$ cat config.mk
export PLATFORM = sky130hd
export DESIGN_NAME = lnorm_mac
export DESIGN_NICKNAME = d
export VERILOG_FILES = /design/src/design/lnorm_pkg.sv /design/src/design/lnorm_mac.sv
export SDC_FILE = /design/constraint.sdc
export NUM_CORES = 2
export LEC_CHECK = 0
export BUFFER_PORTS_ARGS = -buffer_cell sky130_fd_sc_hd__buf_4
export CORE_UTILIZATION = 55
export CTS_BUF_LIST = sky130_fd_sc_hd__clkbuf_4 sky130_fd_sc_hd__clkbuf_8 sky130_fd_sc_hd__clkbuf_16
export DETAILED_ROUTE_END_ITERATION = 10
export PLACE_DENSITY = 0.83
export SLEW_MARGIN = 0
export SYNTH_ARGS = -nofsm -noshare
export SYNTH_HDL_FRONTEND = slang
export SYNTH_SLANG_ARGS = --single-unit
$ cat constraint.sdc
create_clock -name clk -period 10.4 [get_ports clk]
set_input_delay 1.56 -clock clk [delete_from_list [all_inputs] [get_ports clk]]
set_output_delay 1.56 -clock clk [all_outputs]
set_load 0.005 [all_outputs]
$ cat src/design/lnorm_pkg.sv
// ----------------------------------------------------------------------------
// lnorm_pkg
// types and constants shared by the layer normalization modules
// ----------------------------------------------------------------------------
`default_nettype none

package lnorm_pkg;

	localparam int DATA_WIDTH = 16;
	localparam int ROW_W      = 7;
	localparam int CFG_IDX_W  = 2;
	localparam int CFG_DATA_W = 16;
	localparam int EPS_W      = 16;
	localparam int ELEM_W     = 3 * DATA_WIDTH;
	localparam int SUM_W      = 23;
	localparam int MEAN_W     = 26;
	localparam int DMAG_W     = 25;
	localparam int DIV_NW     = 56;
	localparam int DIV_DW     = 25;
	localparam int SQ_W       = 50;
	localparam int SQ_STEPS   = 25;
	localparam int SQ_STEP_W  = 5;
	localparam int RCP_W      = 41;
	localparam int ACC_W      = 64;
	localparam int MX_W       = 48;
	localparam int MD_W       = 17;

	localparam logic [CFG_IDX_W-1:0] CFG_ROW_LENGTH    = 2'd0;
	localparam logic [CFG_IDX_W-1:0] CFG_AFFINE_ENABLE = 2'd1;
	localparam logic [CFG_IDX_W-1:0] CFG_EPSILON       = 2'd2;

	typedef enum logic [17:0] {
		S_LOAD     = 18'h00001,
		S_MEAN_GO  = 18'h00002,
		S_MEAN_WT  = 18'h00004,
		S_VAR_RD   = 18'h00008,
		S_VAR_M0   = 18'h00010,
		S_VAR_M1   = 18'h00020,
		S_VDIV_GO  = 18'h00040,
		S_VDIV_WT  = 18'h00080,
		S_SQRT     = 18'h00100,
		S_RCP_GO   = 18'h00200,
		S_RCP_WT   = 18'h00400,
		S_OUT_RD   = 18'h00800,
		S_OUT_M0   = 18'h01000,
		S_OUT_M1   = 18'h02000,
		S_OUT_M2   = 18'h04000,
		S_OUT_AFF  = 18'h08000,
		S_OUT_FMT  = 18'h10000,
		S_OUT_SEND = 18'h20000
	} lnorm_state_t;

	// one multiply-accumulate step: acc = (load ? base : acc) + x * digit << 16*shift
	typedef struct packed {
		logic              en;
		logic              load;
		logic [MX_W-1:0]   x;
		logic [MD_W-1:0]   digit;
		logic [1:0]        shift;
		logic [ACC_W-1:0]  base;
	} mac_op_t;

	typedef struct packed {
		logic              start;
		logic [DIV_NW-1:0] dividend;
		logic [DIV_DW-1:0] divisor;
	} div_req_t;

endpackage

`default_nettype wire

$ cat src/design/lnorm_mac.sv
// ----------------------------------------------------------------------------
// lnorm_mac
// shared signed multiply-accumulate, one 48x17 partial product per enabled cycle
// ----------------------------------------------------------------------------
`default_nettype none

module lnorm_mac import lnorm_pkg::*; (
	input  logic             clk,
	input  mac_op_t          op,
	output logic [ACC_W-1:0] acc
);

	logic signed [ACC_W:0]   prod;
	logic        [ACC_W-1:0] prod_sh;
	logic        [ACC_W-1:0] acc_q;

	always_comb begin
		prod = $signed(op.x) * $signed(op.digit);
		case (op.shift)
			2'd1:    prod_sh = {prod[ACC_W-17:0], 16'b0};
			2'd2:    prod_sh = {prod[ACC_W-33:0], 32'b0};
			default: prod_sh = prod[ACC_W-1:0];
		endcase
	end

	always_ff @(posedge clk) begin
		if (op.en) begin
			acc_q <= (op.load ? op.base : acc_q) + prod_sh;
		end
	end

	assign acc = acc_q;

endmodule

`default_nettype wire

# Word-level counts from Yosys, hierarchy flattened
# Cells that the tools add are included.
# totals
register_bits,64
wordCells,7
input_bits,134
output_inout_bits,64
# op_classes
eq_ne,2
multipliers,1
muxes,2
addsub,1
# op_table
operator,count
64-bit case mux with 2 select lines,1
64-bit adder,1
48-bit by 17-bit multiplier with 64-bit output,1
64-bit 2-to-1 mux,1
"2-bit by 1-bit == test with 1-bit output, second input constant",1
"2-bit == test, second input constant",1

# Depth between registers and ports, before layout
# logic_depth
ltp_word,3
ltp_mapped,39
ltp_nobuf,37

# Worst setup path after synthesis
# Ideal clock, no wire load.
# synth_timing
path_type,input to register
from,input port op[71] (netlist bit)
to,register acc_q[63] (netlist: acc[63]) (data pin)
setup_ns,0.260
n_path_buf,2
arrival_time_ns,9.908
cell_stages,38
path_slack_ns,0.233
t_required_ns,10.140
cell_sequence,clkbuf_1 clkbuf_1 nand2_1 fa_1 inv_1 fa_1 inv_1 fa_1 inv_1 fa_1 fa_1 inv_1 fa_1 inv_1 ha_1 a211oi_1 o211ai_1 a41oi_1 (+2 left out) a21oi_1 o41ai_1 a221oi_1 xnor2_1 nand2_1 o21ai_0 ha_1 a21o_1 a21o_1 a21o_1 a221o_1 a2111oi_0 nor3_1 a2111oi_0 or4_4 o31ai_1 xor2_1 xnor2_1
# synth_via
elab_chain_len,3
# synth_rtl
item,line,source
start: declaration,lnorm_mac.sv:9,"input mac_op_t op,"
48-bit by 17-bit multiplier with 64-bit output,lnorm_mac.sv:18,prod = $signed(op.x) * $signed(op.digit);
64-bit case mux with 2 select lines,lnorm_mac.sv:19,case (op.shift)
64-bit adder,lnorm_mac.sv:28,acc_q <= (op.load ? op.base : acc_q) + prod_sh;
end signal: assignment,lnorm_mac.sv:28,
end: declaration,lnorm_mac.sv:15,logic [ACC_W-1:0] acc_q;
# No other way between the ends.
# A chain may end at the register's enable or synchronous reset.

# Worst setup path after layout
# layout_timing
from,input port op[69] (netlist bit)
to,register acc_q[42] (netlist: acc[42]) (data pin)
# The elaborated chain is that of the path after synthesis.

==> results.ini <==
[finish]
final_nets = 5102
seqCellArea_sq_mm = 0.00192
layout-drive-gt1-share_pct = 11.5
post-route-util_pct = 61.4
num-fill-cells = 5025
largest_reg_flops = 64
syn2layout_area_growth_pct = 9.77
insertedDiodeCount = 0
fin_cells = 4789
multi_input_area_sq_mm = 0.0282

[routing]
viasPerCell = 5.70
wl_per_cell_um = 19.0
drt_iter0_drc = 2229
wl_um = 91000
first_pass_iters = 6
drc = 0
vias = 27300
ant_nets = 0

[logic_synthesis]
synth.area.top_cells = fa_1 45%, inv_1 9.2%, ha_1 7.8%
yosysTopAreaCell = fa_1
synth_nets = 4924
ys_ff_latch = 64
async_flop_share_pct = 0
synthTopCellsByCount = 831 x inv_1, 756 x fa_1, 543 x nand2_1
syn_avg_cell_area_sq_um = 8.86
syn_inst = 3824
synth_edf_count = 64
ys_warn_count = 0
yosysSeqAreaShare_pct = 5.67
yosysTopAreaCellShare_pct = 44.7
synth_most_common_cell = inv_1
syn_area_sq_mm = 0.0339
synth.distinct_cells = 74
ys.flop_type = edfxtp_1

[timing]
fmax_ghz = 0.0994
grt_setup_unrepaired = yes
drv_slew = 0
min_period_over_period_pct = 96.8
max_slew_margin_pct = 42.2
worst_pin_slew_ns = 0.866
finalSetupViolations = 0
finalClockSkew_ns = 0.00846
holdWs_ns = 0.733
fin_ws_ns = 0.335
final-hold-violation-count = 0
period_minus_slack_ns = 10.07

[setup_path]
critPathMaxFanout = 20
rrSetupSlack_ns = 6.33
ff2ff_path_depth = 14
startpoint_type = input pin
critical-path-slowest-cell = fa_1
cp.required_ns = 10.45
startpoint = op[69]
end_kind = flip-flop
r2r-start = acc[0]
critPathMaxStageDelay_ns = 0.57
cp-endpoint = acc[42]
crit_top_cell = fa_1
worst-path-buf-inv = 6
critPathArrivalTime_ns = 10.12
cp_num_cells = 32
r2r_end = acc[42]
critPathKind = in -> reg
cp_top_family = adder cells

[floorplan]
placementRows = 90
die_h_um = 250
dieArea_sq_mm = 0.0626
core-area_sq_mm = 0.0606
die_x_um = 250
ioPinCount = 198
start_util_pct = 55.9

[clock_tree]
clk_latency_ns = 0.34
clkTransAtPathRegs_ns = 0.06
cts_tree = yes
cts_made_buffers = 9
cts_sinks = 64
holdBufCountCts = 0
htree_levels = 3
cts_max_path_buffers = 2
cts_setup_buffers = 0
clock-root-buffer = clkbuf_16

[grt]
antenna_found_initial = 1
overflow = 0
grtUsageMet1_pct = 36.5
grt_pass1_vias = 29100
track_usage_pct = 29.8
grt_pass1_wl_um = 149000
met3_usage_pct = 4.08
gr-max-usage-layer = met2
met2_usage_pct = 53.7
grt_max_degree = 102

[placed_design]
io_buffers = 197
dpl.hpwl_um = 75800
place_inst = 4773
gp_congestion = 0.972
dp_slack_ns = -0.152

[flow_run]
maxCapViolations = 0

[worst_hold_path]
min_from = acc[0]
hold_path_class = reg -> reg

[run_status]
outcome = finished, final reports clean

==> cell usage in the layout (no fill, tap or decap), drive strengths merged, types with 34 or more instances in the layout <==
master,n
a21o,73
a21oi,127
and2,326
buf,349
edfxtp,64
fa,756
ha,210
inv,831
mux2,63
nand2,543
nand2b,34
nor2,87
o21ai,84
xnor2,93
==> worst min-delay path by stage <==
stage,endpoint,slack [ns],depth (start not counted)
6_report,acc[0],0.73,2
5_1_grt,acc[0],0.76,2
4_1_cts,acc[0],0.75,2
3_5_place_dp,acc[0],0.73,2
3_3_place_gp,acc[0],0.74,2
2_1_floorplan,acc[0],0.70,2
==> tightest hold or removal path, stage by stage, from the launching register on <==
cell and delay (ns):
edfxtp_1 0.36, mux2_2 0.15, ha_1 0.12
==> per-stage QoR <==
| step | cell area, sq um | setup TNS [ns] |
|---|---|---|
| 2_1_floorplan | 33900 | 0 |
| 3_3_place_gp | 36900 | 0 |
| 3_5_place_dp | 36900 | -0.265 |
| 4_1_cts | 37100 | 0 |
| 5_1_grt | 37200 | -0.263 |
| 6_report | 37200 | 0 |
==> kinds of logic (layout without fill, tap and decap cells) <==
family | count (synthesis) | count (layout) | synth area share, %
xor gates and xnor gates | 126 | 126 | 3.26
buffers and inverters | 1013 | 1196 | 11.2
muxes | 66 | 66 | 2.18
AOI/OAI and AO/OA | 466 | 466 | 9.17
DFF | 64 | 64 | 5.67
adders and majority gates | 966 | 966 | 52.4
and+or+nand+nor | 1123 | 1123 | 16.1
==> routing by layer <==
| metal | vias to the layer above | share of wire [%] |
|---|---|---|
| li1 | 12000 | - |
| met1 | 13800 | 36 |
| met2 | 1256 | 52 |
| met3 | 253 | 7.5 |
| met4 | 0 | 3.9 |
| met5 | - | 0 |
==> layout make-up <==
class	instances	share of cell area, %
multi-input combinational	2747	75.9
inverter	831	8.38
timing repair buffer	349	7.21
sequential	64	5.17
tap	782	2.63
clock buffer	12	0.666
clock inverter	4	0.0572
==> repair_timing <==
action,4_1_cts,5_1_grt
gates resized for setup,0,18
hold endpoints to repair,0,0
endpoints found under the setup margin,0,14
Power is not shown: default switching activity piles up to over one toggle a cycle in this logic, so the estimate is an artifact.
