<file path="config.mk">
export PLATFORM = sky130hd
export DESIGN_NAME = lnorm_div
export DESIGN_NICKNAME = d
export VERILOG_FILES = /design/src/design/lnorm_pkg.sv /design/src/design/lnorm_div.sv
export SDC_FILE = /design/constraint.sdc
export NUM_CORES = 1
export LEC_CHECK = 0
export ABC_AREA = 0
export BUFFER_PORTS_ARGS = -buffer_cell sky130_fd_sc_hd__buf_4
export CELL_PAD_IN_SITES_DETAIL_PLACEMENT = 1
export CELL_PAD_IN_SITES_GLOBAL_PLACEMENT = 1
export CORE_AREA = 2 2 134 188
export CTS_BUF_LIST = sky130_fd_sc_hd__clkbuf_2
export DETAILED_ROUTE_END_ITERATION = 12
export DIE_AREA = 0 0 136 190
export PLACE_DENSITY = 0.5
export SYNTH_ARGS = -nofsm -noshare
export SYNTH_HDL_FRONTEND = slang
export SYNTH_SLANG_ARGS = --single-unit
</file>
<file path="constraint.sdc">
create_clock -name clk -period 5.7 [get_ports clk]
set_input_delay 0 -clock clk [delete_from_list [all_inputs] [get_ports clk]]
set_output_delay 0 -clock clk [all_outputs]
set_load 0.05 [all_outputs]
</file>
<file path="src/design/lnorm_pkg.sv">
// ----------------------------------------------------------------------------
// lnorm_pkg
// types and constants shared by the layer normalization modules
// ----------------------------------------------------------------------------
`default_nettype none

package lnorm_pkg;

	localparam int DATA_WIDTH = 16;
	localparam int ROW_W      = 7;
	localparam int CFG_IDX_W  = 2;
	localparam int CFG_DATA_W = 16;
	localparam int EPS_W      = 16;
	localparam int ELEM_W     = 3 * DATA_WIDTH;
	localparam int SUM_W      = 23;
	localparam int MEAN_W     = 26;
	localparam int DMAG_W     = 25;
	localparam int DIV_NW     = 56;
	localparam int DIV_DW     = 25;
	localparam int SQ_W       = 50;
	localparam int SQ_STEPS   = 25;
	localparam int SQ_STEP_W  = 5;
	localparam int RCP_W      = 41;
	localparam int ACC_W      = 64;
	localparam int MX_W       = 48;
	localparam int MD_W       = 17;

	localparam logic [CFG_IDX_W-1:0] CFG_ROW_LENGTH    = 2'd0;
	localparam logic [CFG_IDX_W-1:0] CFG_AFFINE_ENABLE = 2'd1;
	localparam logic [CFG_IDX_W-1:0] CFG_EPSILON       = 2'd2;

	typedef enum logic [17:0] {
		S_LOAD     = 18'h00001,
		S_MEAN_GO  = 18'h00002,
		S_MEAN_WT  = 18'h00004,
		S_VAR_RD   = 18'h00008,
		S_VAR_M0   = 18'h00010,
		S_VAR_M1   = 18'h00020,
		S_VDIV_GO  = 18'h00040,
		S_VDIV_WT  = 18'h00080,
		S_SQRT     = 18'h00100,
		S_RCP_GO   = 18'h00200,
		S_RCP_WT   = 18'h00400,
		S_OUT_RD   = 18'h00800,
		S_OUT_M0   = 18'h01000,
		S_OUT_M1   = 18'h02000,
		S_OUT_M2   = 18'h04000,
		S_OUT_AFF  = 18'h08000,
		S_OUT_FMT  = 18'h10000,
		S_OUT_SEND = 18'h20000
	} lnorm_state_t;

	// one multiply-accumulate step: acc = (load ? base : acc) + x * digit << 16*shift
	typedef struct packed {
		logic              en;
		logic              load;
		logic [MX_W-1:0]   x;
		logic [MD_W-1:0]   digit;
		logic [1:0]        shift;
		logic [ACC_W-1:0]  base;
	} mac_op_t;

	typedef struct packed {
		logic              start;
		logic [DIV_NW-1:0] dividend;
		logic [DIV_DW-1:0] divisor;
	} div_req_t;

endpackage

`default_nettype wire

</file>
<file path="src/design/lnorm_div.sv">
// ----------------------------------------------------------------------------
// lnorm_div
// restoring radix-2 unsigned divider, one quotient bit per cycle
// ----------------------------------------------------------------------------
`default_nettype none

module lnorm_div import lnorm_pkg::*; (
	input  logic              clk,
	input  logic              arst_n,
	input  div_req_t          req,
	output logic              done,
	output logic [DIV_NW-1:0] quotient
);

	localparam int CW = $clog2(DIV_NW);

	logic              busy_q;
	logic              done_q;
	logic [CW-1:0]     cnt_q;
	logic [DIV_NW-1:0] num_q;
	logic [DIV_DW-1:0] rem_q;
	logic [DIV_DW-1:0] den_q;
	logic [DIV_DW:0]   rem_sh;
	logic [DIV_DW:0]   diff;
	logic              ge;
	logic              last;

	assign rem_sh = {rem_q, num_q[DIV_NW-1]};
	assign diff   = rem_sh - {1'b0, den_q};
	assign ge     = rem_sh >= {1'b0, den_q};
	assign last   = cnt_q == CW'(DIV_NW - 1);

	always_ff @(posedge clk or negedge arst_n) begin
		if (!arst_n) begin
			busy_q <= 1'b0;
			done_q <= 1'b0;
			cnt_q  <= '0;
		end else begin
			done_q <= busy_q && last;
			if (req.start) begin
				busy_q <= 1'b1;
				cnt_q  <= '0;
			end else if (busy_q) begin
				cnt_q <= cnt_q + 1'b1;
				if (last) begin
					busy_q <= 1'b0;
				end
			end
		end
	end

	always_ff @(posedge clk) begin
		if (req.start) begin
			num_q <= req.dividend;
			rem_q <= '0;
			den_q <= req.divisor;
		end else if (busy_q) begin
			rem_q <= ge ? diff[DIV_DW-1:0] : rem_sh[DIV_DW-1:0];
			num_q <= {num_q[DIV_NW-2:0], ge};
		end
	end

	assign done     = done_q;
	assign quotient = num_q;

endmodule

`default_nettype wire

</file>
Word level (Yosys, flattened, before mapping). Cells that the tools add are included.

Output and inout bits: 57. RAM bits: 0. Memories kept: 0. Input bits: 84. Flip-flop bits (word level): 114. Bits in latches: 0. Bits in read-only memories: 0.

Bitwise logic cells: 0. Order comparisons: 1. Mux-type cells: 8. Multipliers: 0. $add $sub $neg: 2. Shift-type cells: 0. Reduce and logical (&&, ||, !) cells: 2. Equality and inequality tests: 1. Divide/modulo/power cells: 0.

Operators with widths (count): 56-bit 2-to-1 mux (2); 26-bit by 25-bit >= comparator with 1-bit output (1); 25-bit 2-to-1 mux (1); 25-bit subtractor (1); 6-bit 2-to-1 mux (2); 6-bit by 1-bit adder with 6-bit output, second input constant (1); 6-bit equality test, second input constant (1); 1-bit 2-to-1 mux (3); 2-bit nonzero test (1); 1-bit logical AND (1).

Depth between registers and ports, before layout. Gate-level depths: netlist (run 1).

Depth after elaboration: 4. Gate-level depth with buffers: 14. Depth with buffers taken out: 13.

Worst setup path before layout (run 1). No wires, ideal clock.

Path kind: register to register. From: reg num_q[55], in the netlist quotient[55]. To: reg rem_q[22]. Slack: 2.762 ns. Arrival: 2.847 ns. Stages on the path, launching flop included: 14. Data required time: 5.609 ns. Library setup time: 0.091 ns. Buffers on the path: 0. Path through: edfxtp_1 > inv_1 > ha_1 > inv_1 > fa_1 > a211oi_1 > nor2_1 > o21ai_2 > a21oi_1 > a211o_1 > a31oi_1 > xnor2_1 > nand2_1 > a311oi_1.

Cells in the longest elaborated chain, start to end: 2. Elaborated cells on any way between the ends: 3.

RTL lines: start: declaration (line lnorm_div.sv:20) `logic [DIV_NW-1:0] num_q;`; start signal: assignment (line lnorm_div.sv:54) `num_q <= req.dividend;`; start signal: assignment (line lnorm_div.sv:59) `num_q <= {num_q[DIV_NW-2:0], ge};`; 25-bit subtractor or 26-bit by 25-bit >= comparator with 1-bit output (tied branches) (line lnorm_div.sv:29, lnorm_div.sv:30); 25-bit 2-to-1 mux * (line lnorm_div.sv:58) `rem_q <= ge ? diff[DIV_DW-1:0] : rem_sh[DIV_DW-1:0];`; end signal: assignment (line lnorm_div.sv:58); end: declaration (line lnorm_div.sv:21) `logic [DIV_DW-1:0] rem_q;`.

Every way passes the cells marked *; elsewhere a longest branch is shown, timed or not. A chain may end at the register's enable or synchronous reset.

Final worst setup path (run 1).
From: reg num_q[55], in the netlist quotient[55]. To: reg num_q[0], in the netlist quotient[0], data pin.

Cells in the longest elaborated chain, start to end: 3.

RTL lines: 26-bit by 25-bit >= comparator with 1-bit output (line lnorm_div.sv:30) `assign ge = rem_sh >= {1'b0, den_q};`; 56-bit 2-to-1 mux (line lnorm_div.sv:57) `end else if (busy_q) begin`; 56-bit 2-to-1 mux (line lnorm_div.sv:53) `if (req.start) begin`.

No other way between the ends. The select of a mux whose other input is x is not followed.

==> results.tsv, run 1 <==
stage	metric	value	unit
sta	final worst slack	2200	ps
setup_path	R2R Setup Slk	2200	ps
synthesis	sequential area share after synthesis	0.525	
route	Vias/cell	4.53	
grt	global-route wire length before repair	30800	um
synthesis	Yosys Warn Count	0	
clock_tree	clk sinks	114	
sta	setup repair after global routing missed its margin	false	
setup_path	CP Capture Point	quotient[0]	
synthesis	main combinational cell family by area after synthesis	compound AO/OA/AOI/OAI gates	
setup_path	worst path cell trace	inv_1, ha_1, inv_1, fa_1, a211oi_1, nor2_1, o21ai_2, a21o_1, nor3_1, nor2_2, inv_2, mux2_2	
floorplan	num rows	68	
grt	global route overflow	0	
grt	gr usage total	0.154	
route	Final ANT Viol Nets	0	
placed_design	gpl congestion	0.765	
setup_path	crit path launch	quotient[55]	
placed_design	pre-CTS setup slack	2170	ps
final_layout	nets@finish	941	
clock_tree	clk_lat worst skew	760	ps
route	routed len/inst	16.2	um
setup_path	Worst Setup Path Type	reg2reg	
final_layout	multi-input logic area	2600	um^2
clock_tree	CTS Root Cell	clkbuf_2	
setup_path	cell mode on critical path	inv_1	
synthesis	Cells after Synth	521	
setup_path	reg2reg end	quotient[0]	
final_layout	share of layout cells above drive strength 1	0.285	
route	First DRT Iteration DRCs	120	
final_layout	Area growth syn-to-layout	55.1	%
clock_tree	Post-CTS Resized	0	
grt	initial antenna violation count	2	
sta	Tcrit/Tclk final	0.615	
synthesis	Post-Synth XOR/XNOR Area	0.0337	
setup_path	CP max stage delay	590	ps
sta	Worst slew margin	0.465	
pwr	total power	3.04	mW
synthesis	top cell type's share of synthesized area	0.407	
setup_path	Crit. End Element	register	
grt	vias in the first global route	5875	
job	max_cap viols	0	
clock_tree	cts bufs inserted	17	
synthesis	Syn Nets	632	
synthesis	largest cells by area after synthesis	edfxtp_1 (41%), mux2_2 (11%), dfxtp_1 (8.4%)	
final_layout	storage element area	3130	um^2
synthesis	EDFF count, synth	81	
clock_tree	CTS tree	done	
synthesis	top cell type by total area after synthesis	edfxtp_1	
floorplan	Die Y-Extent	190	um
floorplan	Initial Util	0.245	
pwr	leak pwr	3.93	nW
setup_path	CP max-delay cell	nor2_2	
synthesis	Synth Area in Adders	0.0578	
clock_tree	Clock Pin Slew Worst Setup and Hold Paths	190	ps
floorplan	Core Footprint	24300	um^2
placed_design	dpl hpwl	12300	um
clock_tree	CTS max path bufs	2	
route	vias	5251	
synthesis	Syn Area/Cell	11.5	um^2
sta	final setup TNS	0	ps
sta	worst slew pin tran	802	ps
clock_tree	Post-CTS Setup Repair Bufs	0	
synthesis	simple-gate share of the synthesized area	0.0901	
setup_path	Crit Path Max Fanout	16	
final_layout	# fillers	2732	
clock_tree	CTS HTree Levels	4	
synthesis	post-synthesis compound-gate area fraction	0.131	
min_path	HP Class	in2reg	
synthesis	ys async rst share	0.0702	
synthesis	most frequent cell after synthesis	edfxtp_1	
sta	Max Fclk	285	MHz
synthesis	mux cell area share after synthesis	0.122	
setup_path	worst-case reg-to-reg path depth	12	
pwr	pwr dens	329	nW/um^2
route	drt pass-1 iters	7	
synthesis	Post-Syn Area	5970	um^2
route	final WL	18700	um
grt	largest net degree at the start of global routing	61	
setup_path	Reg2Reg Launch Point	quotient[55]	
route	DR DRC count	0	
floorplan	# IOs	141	
outcome	status	completed	
sta	Hold Vio Cnt, Final	0	
floorplan	Die Area	25800	um^2
sta	crit path time final	3500	ps
floorplan	Die X	136	um
synthesis	flops & latches, synth	114	
synthesis	Netlist cell types	55	
setup_path	startpoint class of the critical path	register	
setup_path	Worst Path Required	6220	ps
synthesis	synth cell count leaders	edfxtp_1 (81), mux2_2 (56), nor2_1 (46), inv_1 (33), nand2_1 (32)	
placed_design	Buffers on Ports	140	
sta	Layout Skew	46.0	ps
sta	Setup Viol. Count Final	0	
sta	max-slew violation total from the final report	0	
pwr	Peak supply drop	0.000175	V
synthesis	ys flop type	edfxtp_1	
setup_path	crit path DAT	4020	ps
[worst max-delay path, delay by kind of cell, from the launching register on]
| family | cells | cell delay, ps |
|---|---|---|
| muxes | 1 | 340 |
| and+or+nand+nor | 3 | 800 |
| adders and majority gates | 2 | 570 |
| AOI/OAI and AO/OA | 3 | 660 |
| buffers and inverters | 3 | 450 |
| DFF | 1 | 460 |
[metrics by stage]
stage / area, um^2 / instances / hold WS, ps / utilization
final: 9260 / 1160 / 100 / 0.381
after CTS: 9260 / 1158 / 6.85 / 0.380
after floorplan: 5970 / 521 / -296 / -
after global placement: 7330 / 957 / -171 / 0.301
after detailed placement: 7330 / 957 / -168 / 0.301
after global routing: 9260 / 1160 / 41.0 / 0.381
[final cells by class]
| class | instances | area share |
|---|---|---|
| Sequential cell | 114 | 0.338 |
| Clock buffer | 17 | 0.00919 |
| Antenna cell | 2 | 0.000540 |
| Multi-Input combinational cell | 350 | 0.281 |
| Inverter | 34 | 0.0138 |
| Tap cell | 315 | 0.0426 |
| Clock inverter | 15 | 0.0158 |
| Timing Repair Buffer | 313 | 0.299 |
[layout by cell type (no fill, tap or decap), drive strengths merged, types with 8 or more instances in the layout]
master,synthesis,routed
nand2,32,32
a21o,13,13
edfxtp,81,81
inv,34,42
dlygate4sd3,0,169
a211oi,20,20
xor2,16,16
nor2,47,47
mux2,56,56
ha,26,26
dfrtp,8,8
dfxtp,25,25
mux2i,10,10
buf,9,144
o21ai,21,21
clkbuf,14,17
a21oi,30,30
[per-layer routing]
| metal | GRT usage | wire, um |
|---|---|---|
| met5 | 0 | 0 |
| met4 | 0.0517 | 317 |
| met3 | 0.0557 | 1290 |
| met2 | 0.276 | 9790 |
| met1 | 0.165 | 7350 |
[cells by family (layout without fill, tap and decap cells)]
family | count (synthesis) | count (layout)
mux | 66 | 66
compound gates | 116 | 116
simple gates | 118 | 118
other cells | 0 | 2
fa+ha+maj | 27 | 27
flops | 114 | 114
xor+xnor | 23 | 23
buf+inv | 57 | 379
[worst min path at each step]
stage	start	endpoint	slack, ps	cells after the start
4_1_cts	req[70]	quotient[45]	7	3
5_1_grt	req[64]	quotient[39]	40	3
3_5_place_dp	arst_n	done	-170	1
2_1_floorplan	arst_n	busy_q	-300	0
3_3_place_gp	arst_n	done	-170	1
6_report	req[69]	quotient[44]	100	3
[power breakdown]
group          switching (mW)  leakage [nW]  internal, mW
logic                   0.776          2.64         0.579
clock network           0.387         0.138         0.170
registers               0.103          1.15          1.03
total                    1.27          3.93          1.78
[repair_timing]
item,in CTS,in global routing
endpoints found under the setup margin,0,0
hold endpoints to repair,131,0
hold buffers,169,0
[flip-flops by register name, indices dropped and copies added, names as in the netlist]
| register | count |
|---|---|
| cnt_q | 6 |
| busy_q | 1 |
| done | 1 |
| quotient | 56 |
| den_q | 25 |
| rem_q | 25 |
No activity file was read; power rests on OpenSTA's default activity.
==> run 2, diff against run 1 <==
==> constraint.sdc (replaced) <==
create_clock -name clk -period 3.3 [get_ports clk]
set_input_delay 0 -clock clk [delete_from_list [all_inputs] [get_ports clk]]
set_output_delay 0 -clock clk [all_outputs]
set_load 0.05 [all_outputs]
==> results.tsv, run 2 (synthesis results as in run 1) <==
stage	metric	value	unit	change
outcome	status	completed		unchanged
placed_design	gpl congestion	0.825		was 0.765
grt	initial antenna violation count	1		was 2
min_path	HP Class	in2reg		unchanged
setup_path	Crit Path Max Fanout	23		was 16
placed_design	Buffers on Ports	140		unchanged
sta	crit path time final	2960	ps	was 3500 ps
setup_path	Worst Path Required	3920	ps	was 6220 ps
sta	Hold Vio Cnt, Final	0		unchanged
grt	vias in the first global route	5763		was 5875
clock_tree	Clock Pin Slew Worst Setup and Hold Paths	250	ps	was 190 ps
clock_tree	Post-CTS Resized	0		unchanged
final_layout	nets@finish	927		was 941
route	final WL	18900	um	was 18700 um
setup_path	Crit. End Element	register		unchanged
final_layout	most common cell after layout, fill and taps aside	dlygate4sd3_1		unchanged
grt	global route overflow	0		unchanged
clock_tree	CTS max path bufs	2		unchanged
final_layout	Util after Layout	0.375		was 0.381
placed_design	pre-CTS setup slack	343	ps	was 2170 ps
clock_tree	CTS HTree Levels	4		unchanged
route	routed len/inst	16.5	um	was 16.2 um
floorplan	Die Y-Extent	190	um	unchanged
final_layout	max reg flops	56		unchanged
grt	gr usage total	0.154		about the same
sta	final setup TNS	0	ps	unchanged
grt	global-route wire length before repair	30900	um	was 30800 um
floorplan	Core Footprint	24300	um^2	unchanged
route	drt pass-1 iters	4		was 7
sta	Layout Skew	53.3	ps	was 46.0 ps
route	DR DRC count	0		unchanged
sta	Setup Viol. Count Final	0		unchanged
clock_tree	CTS tree	done		unchanged
final_layout	commonest cells after routing, fill and taps aside	dlygate4sd3_1 (151), buf_4 (147), edfxtp_1 (81)		was dlygate4sd3_1 (169), buf_4 (144), edfxtp_1 (81)
setup_path	crit path DAT	3580	ps	was 4020 ps
sta	Tcrit/Tclk final	0.898		was 0.615
setup_path	startpoint class of the critical path	register		unchanged
final_layout	Area growth syn-to-layout	52.9	%	was 55.1%
clock_tree	CTS Root Cell	clkbuf_2		unchanged
clock_tree	clk sinks	114		unchanged
route	First DRT Iteration DRCs	124		was 120
clock_tree	clk_lat worst skew	740	ps	was 760 ps
sta	max-slew violation total from the final report	0		unchanged
sta	final worst slack	335	ps	was 2200 ps
floorplan	Die Area	25800	um^2	unchanged
floorplan	Die X	136	um	unchanged
floorplan	Initial Util	0.245		unchanged
sta	Max Fclk	337	MHz	was 285 MHz
floorplan	# IOs	141		unchanged
pwr	pwr dens	578	nW/um^2	was 329 nW/um^2
pwr	leak pwr	3.88	nW	was 3.93 nW
route	Final ANT Viol Nets	0		unchanged
clock_tree	cts bufs inserted	17		unchanged
placed_design	dpl hpwl	12500	um	was 12300 um
setup_path	Worst Setup Path Type	reg2reg		unchanged
route	vias	5209		was 5251
grt	largest net degree at the start of global routing	52		was 61
sta	worst slew pin tran	569	ps	was 802 ps
route	Vias/cell	4.55		was 4.53
floorplan	num rows	68		unchanged
final_layout	share of layout cells above drive strength 1	0.294		was 0.285
pwr	Peak supply drop	0.000314	V	was 0.000175 V
sta	Worst slew margin	0.619		was 0.465
sta	setup repair after global routing missed its margin	false		unchanged
job	max_cap viols	0		unchanged
run 2: cell count changes in the layout (fill, tap and decap cells not counted):
cell,change
buf_4,+3
clkinv_4,+1
inv_6,-7
clkbuf_2,+2
buf_12,+1
dlygate4sd3_1,-18
bufinv_16,+1
clkinv_2,+3
run 2: where the power goes:
group	switching (mW)	internal (mW)	total, mW
sequential	0.170	1.78	1.95
combinational	1.35	1.01	2.36
clock	0.618	0.354	0.973
run 2: final timing paths:
check	startpoint	to	slack (ps)	cells past startpoint
setup / recovery	quotient[55]	rem_q[3]	340	14
hold / removal	req[53]	quotient[28]	110	3
setup reg to reg	quotient[55]	rem_q[3]	340	14
hold reg to reg	rem_q[4]	rem_q[5]	510	2
max in group asynchronous	arst_n	cnt_q[1]	2740	3
min in group asynchronous	arst_n	cnt_q[5]	270	3
run 2: per-layer routing:
metal  GRT usage  part of all wire  vias up  routed length, um
met5           0                 0        -                  0
met4      0.0525             0.019        0                350
met3      0.0509             0.061       20               1160
met2       0.271              0.52      136               9800
met1       0.171              0.40     2533               7580
li1            -                 -     2520                  -
run 2: cell type report:
class	count	area [um^2]
fill	2753	15200
inverter	34	128
tap	315	394
antenna	2	5.00
multi-input combinational	350	2600
sequential	114	3130
clock inverter	13	139
timing repair buffer	299	2640
clock buffer	19	95.1
run 2: worst max-delay path: stages (launching register included):
cell	delay (ps)
edfxtp_1	460
inv_1	80
ha_1	150
inv_1	60
fa_1	420
a211oi_1	250
nor2_1	140
o21ai_2	200
a21o_1	160
nor3_1	60
nor2_2	160
buf_4	310
nand2_1	90
o31a_1	110
a211oi_1	220
run 2: repair_timing:
item	4_1_cts	5_1_grt
hold endpoints to repair	101	0
buffers inserted	0	1
endpoints found under the setup margin	0	3
hold buffers	151	0
run 2: stage by stage:
| stage | area, um^2 | instances | power [mW] | hold slack [ps] |
|---|---|---|---|---|
| after floorplan | 5970 | 521 | 3.55 | -296 |
| after global placement | 7370 | 960 | 4.15 | -173 |
| after detailed placement | 7370 | 960 | 4.17 | -172 |
| after CTS | 9110 | 1143 | 5.35 | 0.904 |
| after global routing | 9130 | 1145 | 5.65 | 24.2 |
| final | 9130 | 1146 | 5.28 | 114 |
